<file path="src/rtl/core/ter_pkg.sv">
// Shared constants and controller/datapath command types for the triangle rasterizer.
`timescale 1ns / 1ps

package ter_pkg;

  // Field widths
  localparam int VTX_W   = 16;
  localparam int COLOR_W = 8;
  localparam int OUT_W   = 12;
  localparam int MASK_W  = 32;

  // Fixed-point format and box limits
  localparam int FRAC_BITS     = 4;
  localparam int MAX_BOX_WIDTH = 32;
  localparam int MAX_BOX_ROWS  = 32;
  localparam int COL_LIMIT     = (MAX_BOX_WIDTH < MASK_W) ? MAX_BOX_WIDTH : MASK_W;
  localparam int ROW_LIMIT     = (MAX_BOX_ROWS < 32) ? MAX_BOX_ROWS : 32;

  // Derived internal widths
  localparam int PIX_W      = VTX_W - FRAC_BITS + 1;  // integer pixel coordinate
  localparam int DIF_W      = VTX_W + 3;              // doubled-coordinate differences
  localparam int PRD_W      = 2 * DIF_W;              // edge product
  localparam int EDGE_W     = PRD_W + 2;              // edge value with lane and row steps
  localparam int COL_CNT_W  = $clog2(COL_LIMIT + 1);
  localparam int ROW_CNT_W  = $clog2(ROW_LIMIT + 1);
  localparam int COL_IDX_W  = $clog2(COL_LIMIT);
  localparam int NUM_EDGES  = 3;

  // Controller states
  typedef enum logic [6:0] {
    ST_IDLE   = 7'b0000001,
    ST_BBOX   = 7'b0000010,
    ST_DELTA  = 7'b0000100,
    ST_MULT   = 7'b0001000,
    ST_BASE   = 7'b0010000,
    ST_SPREAD = 7'b0100000,
    ST_ROW    = 7'b1000000
  } state_t;

  // Commands from controller to datapath
  typedef struct packed {
    logic load;    // capture the triangle
    logic bbox;    // form the bounding box
    logic delta;   // form edge deltas and box size
    logic mult;    // edge products and steps
    logic base;    // edge values at the box corner
    logic spread;  // edge values across the row lanes
    logic row;     // emit one row and step down
  } cmd_t;

  // Status from datapath to controller
  typedef struct packed {
    logic last;    // current row is the final one
  } sts_t;

endpackage

</file>
<file path="src/rtl/core/ter_ctrl.sv">
// Sequencing state machine for the triangle rasterizer.
`timescale 1ns / 1ps

module ter_ctrl (
  input  logic          clk,
  input  logic          rst,
  input  logic          start,
  input  ter_pkg::sts_t sts,
  output ter_pkg::cmd_t cmd,
  output logic          busy
);

  ter_pkg::state_t state, state_next;

  // Step through setup, then one row per cycle
  always_comb begin
    state_next = state;
    unique case (state)
      ter_pkg::ST_IDLE:   if (start) state_next = ter_pkg::ST_BBOX;
      ter_pkg::ST_BBOX:   state_next = ter_pkg::ST_DELTA;
      ter_pkg::ST_DELTA:  state_next = ter_pkg::ST_MULT;
      ter_pkg::ST_MULT:   state_next = ter_pkg::ST_BASE;
      ter_pkg::ST_BASE:   state_next = ter_pkg::ST_SPREAD;
      ter_pkg::ST_SPREAD: state_next = ter_pkg::ST_ROW;
      ter_pkg::ST_ROW:    if (sts.last) state_next = ter_pkg::ST_IDLE;
      default:            state_next = ter_pkg::ST_IDLE;
    endcase
  end

  always_ff @(posedge clk) begin
    if (rst) begin
      state <= ter_pkg::ST_IDLE;
    end else begin
      state <= state_next;
    end
  end

  // Decode commands
  always_comb begin
    cmd.load   = (state == ter_pkg::ST_IDLE) && start;
    cmd.bbox   = (state == ter_pkg::ST_BBOX);
    cmd.delta  = (state == ter_pkg::ST_DELTA);
    cmd.mult   = (state == ter_pkg::ST_MULT);
    cmd.base   = (state == ter_pkg::ST_BASE);
    cmd.spread = (state == ter_pkg::ST_SPREAD);
    cmd.row    = (state == ter_pkg::ST_ROW);
  end

  assign busy = (state != ter_pkg::ST_IDLE);

endmodule

</file>
<file path="config.mk">
export PLATFORM = sky130hd
export DESIGN_NAME = ter_ctrl
export DESIGN_NICKNAME = d
export VERILOG_FILES = /design/src/rtl/core/ter_pkg.sv /design/src/rtl/core/ter_ctrl.sv
export SDC_FILE = /design/constraint.sdc
export NUM_CORES = 1
export LEC_CHECK = 0
export ABC_AREA = 1
export BUFFER_PORTS_ARGS = -buffer_cell sky130_fd_sc_hd__clkbuf_2
export CAP_MARGIN = 10
export CORE_AREA = 2 2 39 41
export DETAILED_ROUTE_END_ITERATION = 7
export DIE_AREA = 0 0 41 43
export GPL_ROUTABILITY_DRIVEN = 0
export PLACE_DENSITY = 0.6
export SLEW_MARGIN = 20
export SYNTH_ARGS = -nofsm -noshare
export SYNTH_HDL_FRONTEND = slang
export SYNTH_SLANG_ARGS = --single-unit
</file>
<file path="constraint.sdc">
create_clock -name clk -period 3.58 [get_ports clk]
set_clock_uncertainty 0.2 [all_clocks]
set_input_delay 0 -clock clk [delete_from_list [all_inputs] [get_ports clk]]
set_output_delay 0 -clock clk [all_outputs]
set_load 0.02 [all_outputs]
</file>
==> results of run 1 <==
kinds of logic (layout without fill, tap and decap cells):
group | count (synthesis) | in the layout | share of synthesized area, %
buffers and inverters | 18 | 35 | 19.0
DFF | 7 | 7 | 35.6
and+or+nand+nor | 38 | 38 | 44.1
AOI/OAI and AO/OA | 1 | 1 | 1.27
power breakdown:
| group | switching, µW | internal (µW) |
|---|---|---|
| Clock | 28.2 | 42.5 |
| Combinational | 22.0 | 13.7 |
| Sequential | 1.31 | 80.9 |
per-stage QoR:
step	std cells	cell area (µm²)	hold slack (ps)	power, µW	util, %
after floorplan	64	394	-131	108	-
after global placement	89	454	61.9	117	32.8
after detailed placement	89	454	64.7	117	32.8
after CTS	97	520	21.7	189	37.6
after global routing	97	520	76.9	199	37.6
final	97	520	9.14	189	37.6
layer usage:
layer | GRT usage, % | vias up | part of all wire (%)
met5 | 0 | - | 0
met4 | 8.00 | 0 | 2.3
met3 | 1.57 | 3 | 8.2
met2 | 15.0 | 22 | 43
met1 | 15.5 | 169 | 47
li1 | - | 223 | -
synthesized netlist by cell type, drive strengths merged:
cell	instances	share of area, %
a21oi	1	1.3
buf	2	3.8
dfxtp	7	36
inv	16	15
nand2	14	17
nand3	5	6.3
nor2	13	13
nor3	4	5.1
nor4	2	3.2
final cells by class:
class	count	area (µm²)
fillers	144	863
multi-input cells	39	179
flip-flops and latches	7	140
repair buffers	15	95.1
inverters	16	60.1
clock buffers	4	26.3
well taps	16	20.0
worst reg2reg max path, stage by stage, from the launching register on:
cell and delay (ps):
dfxtp_1 300, inv_1 80, nand2_1 100, nor2_1 170, nand2_1 130, a21oi_1 140, dlygate4sd3_1 550
worst min-delay path by stage:
stage / from / end / slack (ps) / cells after the start
2_1_floorplan: rst / state[6] / -130 / 1
3_3_place_gp: start / state[1] / 60 / 3
3_5_place_dp: start / state[1] / 60 / 3
4_1_cts: sts / state[0] / 20 / 7
5_1_grt: sts / state[0] / 80 / 7
6_report: sts / state[0] / 9 / 7
repair_timing:
action                    4_1_cts  5_1_grt
buffers inserted                0        0
hold endpoints to repair        7        0
resized for setup               0        0
hold buffers                    4        0
==> summary.txt, run 1 <==
Run status
  – Status: finished clean

STA
  – Minimum clock period: 1730 ps
  – Period utilization: 48.2%
  – Final hold vios: 0
  – Max-slew headroom: 80.1%
  – Final worst setup slack: 1850 ps
  – Post-route setup TNS: 0 ps
  – RSZ-0062 raised after global routing: no
  – Peak Freq: 580 MHz
  – Final setup violating endpoints: 0
  – Final Slew Violations: 0
  – Slew @ Worst Pin: 297 ps

Worst setup path
  – CP max stage cell: dlygate4sd3_1
  – Critical path startpoint category: register
  – Crit path max-delay family: buffers and inverters
  – Crit path DAT: 1720 ps
  – RR Startpoint: state[3]
  – CP max FO: 3
  – CP endpoint: state[6]
  – Crit path cell chain: inv_1, nand2_1, nor2_1, nand2_1, a21oi_1, dlygate4sd3_1
  – Crit path depth: 6
  – Reg2reg end: state[6]
  – Most frequent CP cell: nand2_1
  – Crit path largest cell delay: 550 ps
  – Crit Path Class: register to register
  – FF-to-FF setup slack: 1850 ps
  – Buf/Inv on CP: 2
  – Reg2Reg Depth: 6
  – Crit. End Element: register
  – Crit path launch: state[3]
  – WP data required: 3580 ps

Cells and area
  – Biggest regs: state (7)
  – Largest register FFs: 7
  – Most flop-heavy register: state
  – Area delta synth->final: 32.1%
  – Commonest non-fill, non-tap cells in the layout: inv_1, nor2_1, nand2_1, clkbuf_2, dfxtp_1
  – Share of cells above drive strength 1: 24.7%
  – Nets@finish: 86
  – Most common cell after layout, fill and taps aside: inv_1
  – ANT cells: 0

Detailed routing
  – Vias per cell: 4.30
  – Detailed-route wire length: 781 µm
  – Drt pass-1 iters: 4
  – Post-DR wirelength/cell: 8.05 µm
  – DRT iter0 DRCs: 5
  – DRC: 0
  – Total number of vias: 417
  – Final ANT Viol Nets: 0

Placement
  – Port Buffer Count: 11
  – Hpwl dp: 624 µm
  – Post-place setup slack: 2250 ps

Synthesis
  – Register area share after synthesis: 35.6%
  – Synth Net Count: 68
  – Post-synth cell types: 13
  – Area of the mapped netlist: 394 µm²
  – FF+latch count, synth: 7
  – Syn. warnings: 0
  – Syn Inst Count: 64
  – Synthesized area per cell: 6.16 µm²

Global route
  – Grt total ovfl: 0
  – First-pass GRT wire length: 1.35 mm
  – GRT Overall Usage: 11.2%
  – Vias in the first global route: 348
  – Largest net degree at the start of global routing: 8
  – Initial antenna violation count: 0

Power and ir drop
  – Peak VDD IR: 0.146 mV
  – Cell Pwr Density: 362 nW/µm²
  – Leakage dissipation: 0.000322 µW

Min path
  – Worst Hold Class: input port to register

Floorplan
  – Initial Utilization: 28.5%
  – Full die area: 1760 µm²
  – Io pins: 12
  – DIE WIDTH: 41 µm
  – Core Area: 1380 µm²
  – Cell Rows: 14
  – Die Y-Extent: 43 µm

Clock tree
  – Clock Path Buffers: 2
  – Worst-path clk slew: 50 ps
  – Clk sinks: 7
  – CTS tree: built
  – Clock H-tree levels: 1
  – CTS Buf Count: 3
  – Root buf cell: clkbuf_4
  – Clock Latency Late Sink: 250 ps

Run
  – Max-cap violations: 0
Note: power is estimated with default switching activity, not from simulation.
==> run 2, diff against run 1 <==
--- a/config.mk
+++ b/config.mk
@@ -12,7 +12,7 @@
 export DETAILED_ROUTE_END_ITERATION = 7
 export DIE_AREA = 0 0 41 43
 export GPL_ROUTABILITY_DRIVEN = 0
-export PLACE_DENSITY = 0.6
+export PLACE_DENSITY = 0.62
 export SLEW_MARGIN = 20
 export SYNTH_ARGS = -nofsm -noshare
 export SYNTH_HDL_FRONTEND = slang
==> constraint.sdc (replaced) <==
create_clock -name clk -period 1.4 [get_ports clk]
set_clock_uncertainty 0.2 [all_clocks]
set_input_delay 0 -clock clk [delete_from_list [all_inputs] [get_ports clk]]
set_output_delay 0 -clock clk [all_outputs]
set_load 0.02 [all_outputs]
==> summary.txt, run 2 (synthesized netlist as in run 1, its figures left out) <==
Power and ir drop
  – Logic pwr share: 23.8%
  – Peak VDD IR: 0.480 mV
  – PnR Total Power: 527 µW
  – Cell Pwr Density: 857 nW/µm²
  – Reg power frac: 39.7%
  – Leakage dissipation: 0.000345 µW
  – Sw frac: 30.4%
  – Switching pwr: 160 µW
  – Clk pwr share: 36.5%
  – Cell Int Power: 367 µW

Cells and area
  – Final core utilization: 44.4%
  – Most common cell after layout, fill and taps aside: nor2_1
  – Commonest non-fill, non-tap cells in the layout: nor2_1, inv_1, nand2_1, inv_2, buf_4
  – Share of cells above drive strength 1: 48.8%
  – Area delta synth->final: 55.9%
  – Nets@finish: 87
  – ANT cells: 0
  – Largest register FFs: 7
  – Biggest regs: state (7)
  – Most flop-heavy register: state

Detailed routing
  – Vias per cell: 4.36
  – Detailed-route wire length: 988 µm
  – DRC: 0
  – Final ANT Viol Nets: 0
  – DRT iter0 DRCs: 10
  – Total number of vias: 427
  – Post-DR wirelength/cell: 10.1 µm
  – Drt pass-1 iters: 4

Worst setup path
  – RR Startpoint: state[5]
  – WP data required: 1200 ps
  – Critical path startpoint category: register
  – CP max FO: 5
  – Crit path launch: state[5]
  – Reg2reg end: state[0]
  – FF-to-FF setup slack: 70 ps
  – Reg2Reg Depth: 9
  – Crit Path Class: register to output pin
  – Crit path DAT: 1200 ps
  – Crit. End Element: output pin

Clock tree
  – CTS tree: built
  – Clock Path Buffers: 2
  – CTS Buf Count: 3
  – Clock H-tree levels: 1
  – Clock Latency Late Sink: 260 ps
  – Clk sinks: 7
  – Worst-path clk slew: 60 ps
  – Root buf cell: clkbuf_4

Floorplan
  – Io pins: 12
  – DIE WIDTH: 41 µm
  – Core Area: 1380 µm²
  – Initial Utilization: 28.5%
  – Full die area: 1760 µm²
  – Die Y-Extent: 43 µm
  – Cell Rows: 14

Global route
  – Vias in the first global route: 396
  – GRT Overall Usage: 14.0%
  – Largest net degree at the start of global routing: 8
  – Initial antenna violation count: 0
  – First-pass GRT wire length: 1.58 mm
  – Grt total ovfl: 0

STA
  – Period utilization: 99.8%
  – Final setup violating endpoints: 0
  – Peak Freq: 716 MHz
  – Final Slew Violations: 0
  – Slew @ Worst Pin: 310 ps
  – Final hold vios: 0
  – Max-slew headroom: 79.2%
  – Minimum clock period: 1400 ps
  – RSZ-0062 raised after global routing: yes

Min path
  – Worst Hold Class: register to register
  – Hold Crit Endpoint: state[2]
  – Hold Path Stages: 1
  – HP Start: state[6]

Run
  – Max-cap violations: 0

Placement
  – Hpwl dp: 630 µm
  – Port Buffer Count: 11

Run status
  – Status: finished clean
run 2: cell types whose count changed in the layout (fill, tap and decap cells not counted), moves of 2 or more:
cell / previous run / this run
clkbuf_2: 11 / 4
buf_4: 0 / 5
dfxtp_1: 7 / 2
inv_1: 14 / 9
inv_2: 2 / 7
dfxtp_2: 0 / 4
buf_6: 0 / 3
nand2_1: 11 / 8
nor2_4: 0 / 3
nand2_4: 1 / 3
nor2_1: 12 / 10
run 2: what timing repair did:
| action | 4_1_cts | 5_1_grt |
|---|---|---|
| hold buffers | 3 | 0 |
| endpoints found under the setup margin | 6 | 8 |
| setup buffers | 1 | 1 |
| hold endpoints to repair | 7 | 0 |
| pin swaps | 1 | 3 |
| resized for setup | 17 | 22 |
run 2: layout make-up:
cell class,count,area [µm²]
repair buffers,16,126
flip-flops and latches,7,149
inverters,16,60.1
fillers,137,769
multi-input cells,39,233
clock buffers,4,26.3
well taps,16,20.0
run 2: metrics by stage:
stage | setup slack (ps) | hold WS [ps] | std cells | setup TNS (ps) | area (µm²)
3_5_place_dp | 86.7 | 64.4 | 89 | 0 | 459
4_1_cts | -17.7 | 285 | 97 | -31.5 | 564
6_report | 3.12 | 310 | 98 | 0 | 614
5_1_grt | -69.5 | 319 | 98 | -263 | 614
3_3_place_gp | 86.2 | 61.4 | 89 | 0 | 459
2_1_floorplan | -1.99 | -131 | 64 | -1.99 | 399
run 2: metal layers:
metal	vias up	GRT usage [%]	routed length (µm)
met5	-	0	0
met4	0	14.0	48
met3	4	3.14	37
met2	11	19.1	477
met1	186	16.6	424
li1	226	-	-
run 2: power groups by stage:
| stage | logic [µW] | clock network (µW) | registers, µW |
|---|---|---|---|
| after global placement | 85.6 | 0 | 214 |
| after detailed placement | 86.0 | 0 | 214 |
| after CTS | 107 | 199 | 208 |
| after global routing | 139 | 211 | 210 |
| final | 125 | 192 | 209 |
| after floorplan | 62.7 | 0 | 214 |
run 2: critical path: stages (launching register included):
cell and delay [ps]:
dfxtp_2 320, inv_2 70, nand2_4 80, nor2_4 140, nand2_2 90, nor2_1 90
buf_4 140
run 2: worst max-delay path by stage:
stage	end	slack, ps	depth (start not counted)
3_3_place_gp	state[0]	90	8
5_1_grt	cmd[4]	-70	6
6_report	cmd[6]	3	6
2_1_floorplan	cmd[0]	-2	2
3_5_place_dp	state[0]	90	8
4_1_cts	cmd[2]	-20	6
